## config.mk

```make
export PLATFORM = sky130hd
export DESIGN_NAME = min_max_column_decimator
export DESIGN_NICKNAME = d
export VERILOG_FILES = /design/src/design/mmcd_pkg.sv /design/src/design/min_max_column_decimator.sv /design/src/design/mmcd_cfg.sv /design/src/design/mmcd_decim.sv /design/src/design/mmcd_scale.sv
export SDC_FILE = /design/constraint.sdc
export NUM_CORES = 2
export LEC_CHECK = 0
export ABC_AREA = 1
export BUFFER_PORTS_ARGS = -buffer_cell sky130_fd_sc_hd__buf_2
export CAP_MARGIN = 20
export CORE_UTILIZATION = 38
export DETAILED_ROUTE_END_ITERATION = 8
export PLACE_DENSITY = 0.64
export SETUP_SLACK_MARGIN = 0.2
export SKIP_LAST_GASP = 1
export SLEW_MARGIN = 30
export SYNTH_ARGS = -nofsm -noshare
export SYNTH_HDL_FRONTEND = slang
export SYNTH_SLANG_ARGS = --single-unit
```

## constraint.sdc

```tcl
create_clock -name clk -period 12.55 [get_ports clk]
set_clock_uncertainty 0.1 [all_clocks]
set_input_delay 1.255 -clock clk [delete_from_list [all_inputs] [get_ports clk]]
set_output_delay 1.255 -clock clk [all_outputs]
set_load 0.05 [all_outputs]
```

## src/design/mmcd_pkg.sv

```systemverilog
// Shared types and constants for the min/max column decimator.
package mmcd_pkg;

  localparam int unsigned MAX_SAMPLES = 16384;

  localparam int unsigned CC_W    = 10;
  localparam int unsigned SC_W    = 15;
  localparam int unsigned XO_W    = 10;
  localparam int unsigned YB_W    = 10;
  localparam int unsigned YS_W    = 24;
  localparam int unsigned SMP_W   = 8;
  localparam int unsigned COLX_W  = 11;
  localparam int unsigned Y_W     = 16;
  localparam int unsigned ACC_W   = 26;
  localparam int unsigned IDX_W   = 26;
  localparam int unsigned CFGI_W  = 3;
  localparam int unsigned CFGD_W  = 24;

  localparam logic [SC_W-1:0] EFF_MAX = SC_W'(MAX_SAMPLES);

  localparam logic [CC_W-1:0] COLUMN_COUNT_RST = 10'd278;
  localparam logic [SC_W-1:0] SAMPLE_COUNT_RST = 15'd1024;
  localparam logic [XO_W-1:0] X_ORIGIN_RST     = 10'd0;
  localparam logic [YB_W-1:0] Y_BASE_RST       = 10'd200;
  localparam logic [YS_W-1:0] Y_SCALE_RST      = 24'd65536;

  localparam logic [SMP_W-1:0] MIN_INIT = 8'd255;
  localparam logic [SMP_W-1:0] MAX_INIT = 8'd0;

  typedef enum logic [CFGI_W-1:0] {
    REG_COLUMN_COUNT = 3'd0,
    REG_SAMPLE_COUNT = 3'd1,
    REG_X_ORIGIN     = 3'd2,
    REG_Y_BASE       = 3'd3,
    REG_Y_SCALE      = 3'd4
  } reg_index_t;

  typedef struct packed {
    logic [CC_W-1:0] column_count;
    logic [SC_W-1:0] sample_count;
    logic [XO_W-1:0] x_origin;
    logic [YB_W-1:0] y_base;
    logic [YS_W-1:0] y_scale;
  } cfg_t;

  // one finished column before scaling
  typedef struct packed {
    logic [COLX_W-1:0] column_x;
    logic [SMP_W-1:0]  col_min;
    logic [SMP_W-1:0]  col_max;
    logic              final_column;
  } col_t;

endpackage

```

## src/design/min_max_column_decimator.sv

```systemverilog
// Column words pass through the input, column and output registers in turn.
// Throughput: one sample per cycle unless stalled. The boundary test compares
// 2*(column_count+1)*(sample index+1) with the boundary accumulator, combinationally.
// Reset: registers take their default values, no frame is armed, pipeline empties.
// Samples are ignored until a frame_start arrives with a valid configuration.
module min_max_column_decimator (
  input  logic                           clk,
  input  logic                           rst,
  input  logic                           in_valid,
  output logic                           in_stall,
  input  logic [mmcd_pkg::SMP_W-1:0]     sample,
  input  logic                           frame_start,
  output logic                           out_valid,
  input  logic                           out_stall,
  output logic [mmcd_pkg::COLX_W-1:0]    column_x,
  output logic signed [mmcd_pkg::Y_W-1:0] y_from_min,
  output logic signed [mmcd_pkg::Y_W-1:0] y_from_max,
  output logic                           final_column,
  input  logic                           cfg_valid,
  output logic                           cfg_ready,
  input  logic [mmcd_pkg::CFGI_W-1:0]    cfg_index,
  input  logic [mmcd_pkg::CFGD_W-1:0]    cfg_data
);

  mmcd_pkg::cfg_t cfg;
  mmcd_pkg::col_t col;
  logic           col_valid;
  logic           col_stall;

  mmcd_cfg u_cfg (
    .clk       (clk),
    .rst       (rst),
    .cfg_valid (cfg_valid),
    .cfg_ready (cfg_ready),
    .cfg_index (cfg_index),
    .cfg_data  (cfg_data),
    .cfg       (cfg)
  );

  mmcd_decim u_decim (
    .clk         (clk),
    .rst         (rst),
    .cfg         (cfg),
    .in_valid    (in_valid),
    .in_stall    (in_stall),
    .sample      (sample),
    .frame_start (frame_start),
    .col_valid   (col_valid),
    .col_stall   (col_stall),
    .col         (col)
  );

  mmcd_scale u_scale (
    .clk          (clk),
    .rst          (rst),
    .cfg          (cfg),
    .col_valid    (col_valid),
    .col_stall    (col_stall),
    .col          (col),
    .out_valid    (out_valid),
    .out_stall    (out_stall),
    .column_x     (column_x),
    .y_from_min   (y_from_min),
    .y_from_max   (y_from_max),
    .final_column (final_column)
  );

endmodule

```

## src/design/mmcd_cfg.sv

```systemverilog
// Configuration register file for the min/max column decimator.
module mmcd_cfg (
  input  logic                         clk,
  input  logic                         rst,
  input  logic                         cfg_valid,
  output logic                         cfg_ready,
  input  logic [mmcd_pkg::CFGI_W-1:0]  cfg_index,
  input  logic [mmcd_pkg::CFGD_W-1:0]  cfg_data,
  output mmcd_pkg::cfg_t               cfg
);

  mmcd_pkg::cfg_t regs;

  assign cfg_ready = 1'b1;
  assign cfg       = regs;

  always_ff @(posedge clk) begin
    if (rst) begin
      regs.column_count <= mmcd_pkg::COLUMN_COUNT_RST;
      regs.sample_count <= mmcd_pkg::SAMPLE_COUNT_RST;
      regs.x_origin     <= mmcd_pkg::X_ORIGIN_RST;
      regs.y_base       <= mmcd_pkg::Y_BASE_RST;
      regs.y_scale      <= mmcd_pkg::Y_SCALE_RST;
    end else if (cfg_valid && cfg_ready) begin
      case (cfg_index)
        mmcd_pkg::REG_COLUMN_COUNT: regs.column_count <= cfg_data[mmcd_pkg::CC_W-1:0];
        mmcd_pkg::REG_SAMPLE_COUNT: regs.sample_count <= cfg_data[mmcd_pkg::SC_W-1:0];
        mmcd_pkg::REG_X_ORIGIN:     regs.x_origin     <= cfg_data[mmcd_pkg::XO_W-1:0];
        mmcd_pkg::REG_Y_BASE:       regs.y_base       <= cfg_data[mmcd_pkg::YB_W-1:0];
        mmcd_pkg::REG_Y_SCALE:      regs.y_scale      <= cfg_data[mmcd_pkg::YS_W-1:0];
        default: ;
      endcase
    end
  end

endmodule

```

## src/design/mmcd_decim.sv

```systemverilog
// Input register, interval tracking and min/max per column, column register.
module mmcd_decim (
  input  logic                         clk,
  input  logic                         rst,
  input  mmcd_pkg::cfg_t               cfg,
  input  logic                         in_valid,
  output logic                         in_stall,
  input  logic [mmcd_pkg::SMP_W-1:0]   sample,
  input  logic                         frame_start,
  output logic                         col_valid,
  input  logic                         col_stall,
  output mmcd_pkg::col_t               col
);

  // input register
  logic                        va;
  logic [mmcd_pkg::SMP_W-1:0]  a_sample;
  logic                        a_start;

  // frame state
  logic [mmcd_pkg::IDX_W-1:0]  sample_index;
  logic [mmcd_pkg::CC_W-1:0]   column_index;
  logic [mmcd_pkg::ACC_W-1:0]  boundary_accumulator;
  logic [mmcd_pkg::SMP_W-1:0]  running_min;
  logic [mmcd_pkg::SMP_W-1:0]  running_max;
  logic                        frame_active;
  // 2*(column_count+1) as it stood when the current interval end was set
  logic [mmcd_pkg::CC_W+1:0]   interval_div;

  logic                        vb;
  mmcd_pkg::col_t              b_col;

  logic b_free, a_free, a_fire;

  logic [mmcd_pkg::SC_W-1:0]   eff;
  logic [mmcd_pkg::CC_W:0]     dcnt;
  logic                        cfg_ok;
  logic [mmcd_pkg::SC_W:0]     two_n;
  logic [mmcd_pkg::CC_W+1:0]   two_d;

  logic [mmcd_pkg::ACC_W-1:0]  acc_cur;
  logic [mmcd_pkg::IDX_W-1:0]  si_cur;
  logic [mmcd_pkg::CC_W-1:0]   col_cur;
  logic [mmcd_pkg::SMP_W-1:0]  mn_cur, mx_cur, mn_new, mx_new;
  logic [mmcd_pkg::CC_W+1:0]   div_cur;
  logic                        act_cur, run;

  logic [mmcd_pkg::IDX_W:0]    si_inc;
  logic [38:0]                 prod, prod_hi, acc_x;
  logic                        hit;
  logic [mmcd_pkg::CC_W:0]     col_inc;

  logic [mmcd_pkg::IDX_W-1:0]  sample_index_next;
  logic [mmcd_pkg::CC_W-1:0]   column_index_next;
  logic [mmcd_pkg::ACC_W-1:0]  boundary_accumulator_next;
  logic [mmcd_pkg::SMP_W-1:0]  running_min_next, running_max_next;
  logic                        frame_active_next;
  logic [mmcd_pkg::CC_W+1:0]   interval_div_next;
  mmcd_pkg::col_t              b_col_next;

  assign b_free   = !vb || !col_stall;
  assign a_free   = !va || b_free;
  assign a_fire   = va && b_free;
  assign in_stall = !a_free;

  assign col_valid = vb;
  assign col       = b_col;

  always_comb begin
    eff    = (cfg.sample_count < mmcd_pkg::EFF_MAX) ? cfg.sample_count : mmcd_pkg::EFF_MAX;
    dcnt   = {1'b0, cfg.column_count} + 11'd1;
    cfg_ok = (cfg.column_count != '0) && (eff >= {4'b0, dcnt});
    two_n  = {eff, 1'b0};
    two_d  = {dcnt, 1'b0};

    if (a_start) begin
      acc_cur = {10'b0, two_n} + {15'b0, dcnt};
      si_cur  = '0;
      col_cur = '0;
      mn_cur  = mmcd_pkg::MIN_INIT;
      mx_cur  = mmcd_pkg::MAX_INIT;
      div_cur = two_d;
      act_cur = cfg_ok;
    end else begin
      acc_cur = boundary_accumulator;
      si_cur  = sample_index;
      col_cur = column_index;
      mn_cur  = running_min;
      mx_cur  = running_max;
      div_cur = interval_div;
      act_cur = frame_active;
    end
    run = act_cur && cfg_ok;

    mn_new = (a_sample < mn_cur) ? a_sample : mn_cur;
    mx_new = (a_sample > mx_cur) ? a_sample : mx_cur;

    // last sample of an interval: 2D*(i+1) <= acc < 2D*(i+2), or acc < 2D at index 0
    si_inc  = {1'b0, si_cur} + 27'd1;
    prod    = {27'b0, div_cur} * {12'b0, si_inc};
    prod_hi = prod + {27'b0, div_cur};
    acc_x   = {13'b0, acc_cur};
    hit     = ((acc_x >= prod) && (acc_x < prod_hi)) ||
              ((acc_x < {27'b0, div_cur}) && (si_cur == '0));

    col_inc = {1'b0, col_cur} + 11'd1;

    sample_index_next         = si_cur;
    column_index_next         = col_cur;
    boundary_accumulator_next = acc_cur;
    running_min_next          = mn_cur;
    running_max_next          = mx_cur;
    frame_active_next         = act_cur;
    interval_div_next         = div_cur;

    b_col_next.column_x     = {1'b0, cfg.x_origin} + {1'b0, col_cur};
    b_col_next.col_min      = mn_new;
    b_col_next.col_max      = mx_new;
    b_col_next.final_column = (col_inc == {1'b0, cfg.column_count});

    if (run) begin
      // saturate rather than wrap; a wrapped index could fake a boundary
      sample_index_next = (si_cur == '1) ? si_cur : si_inc[mmcd_pkg::IDX_W-1:0];
      if (hit) begin
        column_index_next         = col_inc[mmcd_pkg::CC_W-1:0];
        boundary_accumulator_next = acc_cur + {10'b0, two_n};
        running_min_next          = mmcd_pkg::MIN_INIT;
        running_max_next          = mmcd_pkg::MAX_INIT;
        frame_active_next         = act_cur && (col_inc < {1'b0, cfg.column_count});
        interval_div_next         = two_d;
      end else begin
        running_min_next = mn_new;
        running_max_next = mx_new;
      end
    end
  end

  always_ff @(posedge clk) begin
    if (rst) begin
      va <= 1'b0;
    end else if (a_free) begin
      va <= in_valid;
    end
    if (in_valid && a_free) begin
      a_sample <= sample;
      a_start  <= frame_start;
    end
  end

  always_ff @(posedge clk) begin
    if (rst) begin
      sample_index         <= '0;
      column_index         <= '0;
      boundary_accumulator <= '0;
      running_min          <= mmcd_pkg::MIN_INIT;
      running_max          <= mmcd_pkg::MAX_INIT;
      frame_active         <= 1'b0;
      interval_div         <= '0;
    end else if (a_fire) begin
      sample_index         <= sample_index_next;
      column_index         <= column_index_next;
      boundary_accumulator <= boundary_accumulator_next;
      running_min          <= running_min_next;
      running_max          <= running_max_next;
      frame_active         <= frame_active_next;
      interval_div         <= interval_div_next;
    end
  end

  always_ff @(posedge clk) begin
    if (rst) begin
      vb <= 1'b0;
    end else if (b_free) begin
      vb <= a_fire && run && hit;
    end
    if (a_fire && run && hit) begin
      b_col <= b_col_next;
    end
  end

endmodule

```

## src/design/mmcd_scale.sv

```systemverilog
// Output register: scales column min/max to y coordinates with saturation.
module mmcd_scale (
  input  logic                          clk,
  input  logic                          rst,
  input  mmcd_pkg::cfg_t                cfg,
  input  logic                          col_valid,
  output logic                          col_stall,
  input  mmcd_pkg::col_t                col,
  output logic                          out_valid,
  input  logic                          out_stall,
  output logic [mmcd_pkg::COLX_W-1:0]   column_x,
  output logic signed [mmcd_pkg::Y_W-1:0] y_from_min,
  output logic signed [mmcd_pkg::Y_W-1:0] y_from_max,
  output logic                          final_column
);

  logic c_free;
  logic [32:0] prod_min, prod_max;
  logic signed [17:0] v_min, v_max;
  logic signed [mmcd_pkg::Y_W-1:0] y_min_next, y_max_next;

  assign c_free    = !out_valid || !out_stall;
  assign col_stall = !c_free;

  always_comb begin
    // round half up: (code*scale + 2^15) >> 16
    prod_min = {1'b0, {24'b0, col.col_min} * {8'b0, cfg.y_scale}} + 33'h8000;
    prod_max = {1'b0, {24'b0, col.col_max} * {8'b0, cfg.y_scale}} + 33'h8000;
    v_min    = $signed({8'b0, cfg.y_base}) - $signed({1'b0, prod_min[32:16]});
    v_max    = $signed({8'b0, cfg.y_base}) - $signed({1'b0, prod_max[32:16]});
    y_min_next = (v_min < -18'sd32768) ? 16'sh8000 : v_min[mmcd_pkg::Y_W-1:0];
    y_max_next = (v_max < -18'sd32768) ? 16'sh8000 : v_max[mmcd_pkg::Y_W-1:0];
  end

  always_ff @(posedge clk) begin
    if (rst) begin
      out_valid <= 1'b0;
    end else if (c_free) begin
      out_valid <= col_valid;
    end
    if (c_free && col_valid) begin
      column_x     <= col.column_x;
      y_from_min   <= y_min_next;
      y_from_max   <= y_max_next;
      final_column <= col.final_column;
    end
  end

endmodule
```

### Word level (Yosys, flattened, before mapping)

Index checks and enable logic that the tools add are counted.

* word-level logic and storage cells: 106
* output and inout port bits: 47
* register bits: 244

* mux-type cells: 24
* $lt $le $gt $ge: 10
* multipliers: 3
* $add $sub $neg: 11
* reduce and logical (&&, ||, !) cells: 27
* equality and inequality tests: 6

Operators with widths (count)
* $mux 26: 6
* $add 32x16->33 const B: 2
* $mul 8x24->32: 2
* $mux 8: 8
* $add 39x12->39: 1
* $ge 26x39->1: 1
* $lt 26x39->1: 1
* $mul 12x27->39: 1
* $lt 18x16->1 const B: 2
* $mux 12: 3
* $sub 10x17->18: 2
* $mux 10: 3
* $add 26x1->27 const B: 1
* $add 26x16->26: 1
* $eq 26x26->1 const B: 1
* $logic_not 26->1: 1
* $lt 26x12->1: 1
* $add 10x1->11 const B: 2
* $add 16x11->17: 1
* $ge 15x11->1: 1
* $lt 15x15->1 const B: 1
* $mux 15: 1
* $add 10x10->11: 1
* $eq 11x10->1: 1
* other kinds (13): 36

### Depth between registers and ports, before layout

* word-level depth: 9
* mapped depth: 61

### Hierarchy

From an unflattened synthesis, not the netlist that was laid out.

* cells, all modules: 6347
* area total of the unflattened synthesis: 43285.3 µm²

Modules (own cells, without submodules)
* mmcd_decim: area an instance 23573.9 µm², cells each 3523, instances 1, sequential area each 2972.9 µm²
* mmcd_scale: area an instance 16911.2 µm², cells each 2427, instances 1, sequential area each 1341.3 µm²
* mmcd_cfg: area an instance 2800.2 µm², cells each 397, instances 1, sequential area each 1381.3 µm²

### Worst setup path before layout

OpenSTA, ideal clock, no wires.

* path type: reg-to-reg
* start: register u_decim.a_start
* end: register u_decim.interval_div[5] (netlist bit)
* clock period less this slack: 9.593 ns
* buffers on the path: 5
* setup time: 0.140 ns
* stages on the path, launching flop included: 57
* setup slack: 2.957 ns
* arrival: 9.352 ns
* data required time: 12.310 ns
* path through: edfxtp_1 -> buf_2 -> buf_1 -> buf_2 -> buf_1 -> nor2_1 -> ha_1 -> nand2_1 -> nor2_2 -> nand2_1 -> nor2_1 -> nand2_1 -> nand2_1 -> inv_1 -> nand2_1 -> fa_1 -> fa_1 -> fa_1 -> (+21 left out) -> ha_1 -> nand4_1 -> or3_1 -> nor4_1 -> nand2_1 -> nand3_1 -> nand3b_1 -> nand2_1 -> inv_1 -> nor2_1 -> nand3_2 -> nand2_4 -> nand2_8 -> nand2_8 -> buf_6 -> nand2_2 -> nand3_2 -> a21oi_2

* longest elaborated chain between the ends: 9

Ends and longest elaborated chain
* start: declaration: RTL line mmcd_decim.sv:18 `logic a_start;`
* start signal: assignment: RTL line mmcd_decim.sv:146 `a_start <= frame_start;`
* $mux 26: RTL line mmcd_decim.sv:76 `if (a_start) begin`
* $add 26x1->27: RTL line mmcd_decim.sv:99 `si_inc = {1'b0, si_cur} + 27'd1;`
* $mul 12x27->39: RTL line mmcd_decim.sv:100 `prod = {27'b0, div_cur} * {12'b0, si_inc};`
* $add 39x12->39: RTL line mmcd_decim.sv:101 `prod_hi = prod + {27'b0, div_cur};`
* $lt 26x39->1: RTL line mmcd_decim.sv:103 `hit = ((acc_x >= prod) && (acc_x < prod_hi)) ||`
* $logic_and 1x1->1: RTL line mmcd_decim.sv:103
* $logic_or 1x1->1: RTL line mmcd_decim.sv:103
* $mux 12: RTL line mmcd_decim.sv:124 `if (hit) begin`
* $mux 12 *: RTL line mmcd_decim.sv:121 `if (run) begin`
* end signal: assignment: RTL line mmcd_decim.sv:166 `interval_div <= interval_div_next;`
* end: declaration: RTL line mmcd_decim.sv:28 `logic [mmcd_pkg::CC_W+1:0] interval_div;`

Every way passes the cells marked *; elsewhere a longest branch is shown, timed or not.
A chain may end at the register's enable or synchronous reset.

### Final worst setup path

* start: register u_decim.a_start
* end: register u_decim.interval_div[9] (netlist bit)

The elaborated chain is that of the path after synthesis.

==> impl_results.md <==
* Worst Tran Pin Value at between 1 and 1.5 ns
* Inserted Clock Buffers at 29
* GRT Total Usage at 22.2%
* Fmax at 91.4 MHz
* TritonRoute pass-1 iters at 6
* Tcrit/Tclk final at 87.1%
* R2r startpoint: u_decim.a_start$_DFFE_PP_
* CTS root buf: clkbuf_16
* Worst Hold Depth at 0
* Synth warn at 0
* IR drop worst, VDD at 119 uV
* Worst reg2reg path endpoint: u_decim.interval_div[9]$_SDFFE_PP0P_
* DR vias/cell at between 5 and 6
* Post-synth net total at slightly below 7000
* Initial Util at between 30% and 40%
* Leakage at 0.0234 uW
* Num rows at 120
* Register area share after synthesis at a little over an eighth
* Vias in the first global route at approximately 37000
* Die area at about 110000 sq um
* Final Instance Count excl. Fillers at roughly 7000
* Total power divided by cell area at 74.6 nW/um^2
* Mapped cell area at ~41000 sq um
* Dominant cells by area after synthesis: fa_1 (25%), nand2_1 (13%), ha_1 (12%)
* Core ar. at roughly 110000 sq um
* Setup violators final at 0
* Critical path class: reg2reg
* Number of synthesized flops with an enable pin at just over 80
* Vias at roughly 37000
* Outcome: finished, final reports clean
* Die Y at about 330 microns
* Number of stages on the worst setup path at 52
* Slowest stage delay, CP at roughly 0.85 ns
* WL final at between 100000 and 150000 microns
* Critical Path Most Common Cell: nand2_1
* Hold Path Class: reg2reg
* Netlist cell types at 63
* HP Start: u_decim.col[18]$_DFFE_PP_
* Pin count of the biggest net entering global routing at just under 90
* Resize count post-CTS at 0
* Total placed cells including tap cells at 7127
* Worst-path clk slew at 0.07 ns
* I/O pin cnt at just under 90
* Antenna-violating nets left at 0
* Placer's final routability congestion estimate at between 0.9 and 1
* Post-synth ARST share at 0%
* WP data arrival at roughly 11 ns
* Overflow after GRT at 0
* Starting DRT DRC Count at between 2000 and 2500
* Crit path buffers/inverters at 9
* Setup crit end: u_decim.interval_div[9]$_SDFFE_PP0P_
* Max Cap Violations at 0
* Crit-path leading delay family: simple AND/OR/NAND/NOR gates
* Post-synth top area share at between 20% and 30%
* H-tree lvl count at 1
* Max Root-Sink Buffers at 3
* DPL Wire Length at around 98000 microns
* Post-Syn Instances at between 5000 and 6000
* Critical Path Sink Type: register
* Relative slew margins at between 30% and 40%
* Hold Vio Cnt, Final at 0
* I/O Buffers at between 80 and 90
* Crit. Startpoint: u_decim.a_start$_DFFE_PP_
* Initial antenna violation count at 0
* Ant. Diodes at 0
* Crit Path Max Fanout at 43
* Clock latency at the later pin of the worst-skew pair at 0.62 ns
* Post-CTS setup buffers at 0
* Post-layout nets at ~6700
* Worst R2R Setup Slack at between 1.5 and 2 ns
* R2R cell count at 52
* FILL cells at approximately 11000
* Final period demand of the worst path at around 11 ns
* First-pass GRT wire length at 198000 microns
* RSZ-0062 raised after global routing: false
* Setup_tns at 0 ns
* Wire per inst at between 15 and 20 microns
* Synth Flop Type: dfxtp_1
* Critical path launch point type: register
* Synth Area per Inst at 7.14 sq um
* Clock sink count at between 200 and 250
* CP max stage cell: xor2_1
* Die width at between 300 and 400 microns
* CTS tree: yes
* Critical path required time at roughly 13 ns
* Area Growth Syn to Fin at 6.93%
* Post-CTS Hold Buffers at 0
* Yosys reg bits at ~240
* Final slew viol count at 0
* DRC Markers at 0
* Share of layout cells above drive strength 1 at 5.98%
* Cell accounting for the most synthesized area: fa_1
[registers in the layout, indices dropped and copies added, names as in the netlist]
signal	count
u_scale.y_from_max	16
u_decim.col_valid	1
u_decim.boundary_accumulator	26
u_decim.running_min	8
u_decim.sample_index	26
u_decim.frame_active	1
u_cfg.cfg	69
u_decim.column_index	10
u_decim.running_max	8
u_decim.interval_div	12
u_scale.y_from_min	16
u_scale.out_valid	1
u_decim.a_start	1
u_scale.column_x	11
u_scale.final_column	1
u_decim.va	1
u_decim.col	28
u_decim.a_sample	8
[where the power goes]
part           total, uW  switching [uW]  internal [uW]
clock network        943             394            550
registers            935            48.4            887
logic               1430             952            476
[metal layers]
metal  part of all wire [%]  track usage [%]  routed length [microns]  vias to the layer above
li1                       -                -                        -                    17600
met1                     44             29.5                    53300                    17700
met2                     47             37.6                    57600                     1060
met3                    5.6             2.13                     6860                      191
met4                    3.5             7.62                     4220                        0
met5                      0                0                        0                        -
[synth_stat cells (10+ instances only)]
master	number
a21o_1	10
a21oi_1	327
a21oi_2	21
a31oi_1	22
buf_1	12
buf_2	12
clkbuf_1	161
clkinv_1	19
dfxtp_1	163
edfxtp_1	81
fa_1	518
ha_1	392
inv_1	1265
nand2_1	1408
nand2_2	43
nand3_1	189
nand3_2	29
nand3b_1	10
nand4_1	53
nor2_1	499
nor2_2	23
nor3_1	46
nor4_1	21
o211ai_1	11
o21a_1	12
o21ai_0	192
o21ai_1	12
o21bai_1	23
xnor2_1	46
xor2_1	76
[cell families (layout without fill, tap and decap cells)]
| kind of cell | after synthesis | count (layout) | share of synthesized area, % |
|---|---|---|---|
| buffers and inverters | 1486 | 1471 | 13.7 |
| AND/OR/NAND/NOR | 2363 | 2363 | 24.1 |
| flip-flops | 244 | 244 | 13.7 |
| other | 1 | 1 | 0.00905 |
| XOR/XNOR | 122 | 122 | 2.58 |
| AO/OA/AOI/OAI | 675 | 675 | 9.08 |
| adder cells (fa/ha/maj) | 910 | 910 | 36.9 |
[final cells by class]
class,count,area [sq um],area share (%)
repair buffers,125,803,1.81
multi-input cells,4071,30200,68.1
inverters,1292,4860,11.0
clock buffers,37,818,1.85
well taps,1403,1760,3.96
flip-flops and latches,244,5700,12.9
clock inverters,17,225,0.508
[through the flow]
stage | total power (uW) | utilization [%] | instance area, sq um | hold WS [ns] | setup slack [ns]
detailed placement | 2360 | 40.1 | 43100 | 0.305 | 1.60
CTS | 3330 | 41.0 | 44200 | 0.316 | 1.54
finish | 3310 | 41.2 | 44300 | 0.314 | 1.61
global placement | 2350 | 40.0 | 43100 | 0.305 | 1.73
floorplan | 1990 | - | 41400 | 0.300 | 2.96
global route | 3540 | 41.2 | 44300 | 0.322 | 0.820
[placed cells by master, fill, tap and decap left out, drive strengths merged, types with 8 or more instances in the layout]
master / Yosys / final
nor3: 49 / 49
or2: 8 / 8
buf: 33 / 125
nand4: 54 / 54
nand3b: 10 / 10
a21oi: 348 / 348
clkbuf: 161 / 37
edfxtp: 81 / 81
o21a: 12 / 12
nor4: 21 / 21
nand2: 1457 / 1457
ha: 392 / 392
o21bai: 23 / 23
dfxtp: 163 / 163
a31oi: 22 / 22
xnor2: 46 / 46
a21boi: 8 / 8
nor2: 528 / 528
o31ai: 8 / 8
nand3: 218 / 218
o21ai: 206 / 206
o211ai: 11 / 11
xor2: 76 / 76
inv: 1273 / 1277
clkinv: 19 / 27
fa: 518 / 518
a21o: 10 / 10
[how the worst min path moves through the flow]
stage,to,slack [ns]
after global routing,u_scale.column_x[0]$_DFFE_PP_,0.32
after CTS,u_scale.final_column$_DFFE_PP_,0.32
after floorplan,u_scale.column_x[0]$_DFFE_PP_,0.30
final,u_scale.column_x[1]$_DFFE_PP_,0.31
after global placement,u_scale.column_x[8]$_DFFE_PP_,0.30
after detailed placement,u_scale.final_column$_DFFE_PP_,0.30
(Power assumes the default switching activity.)
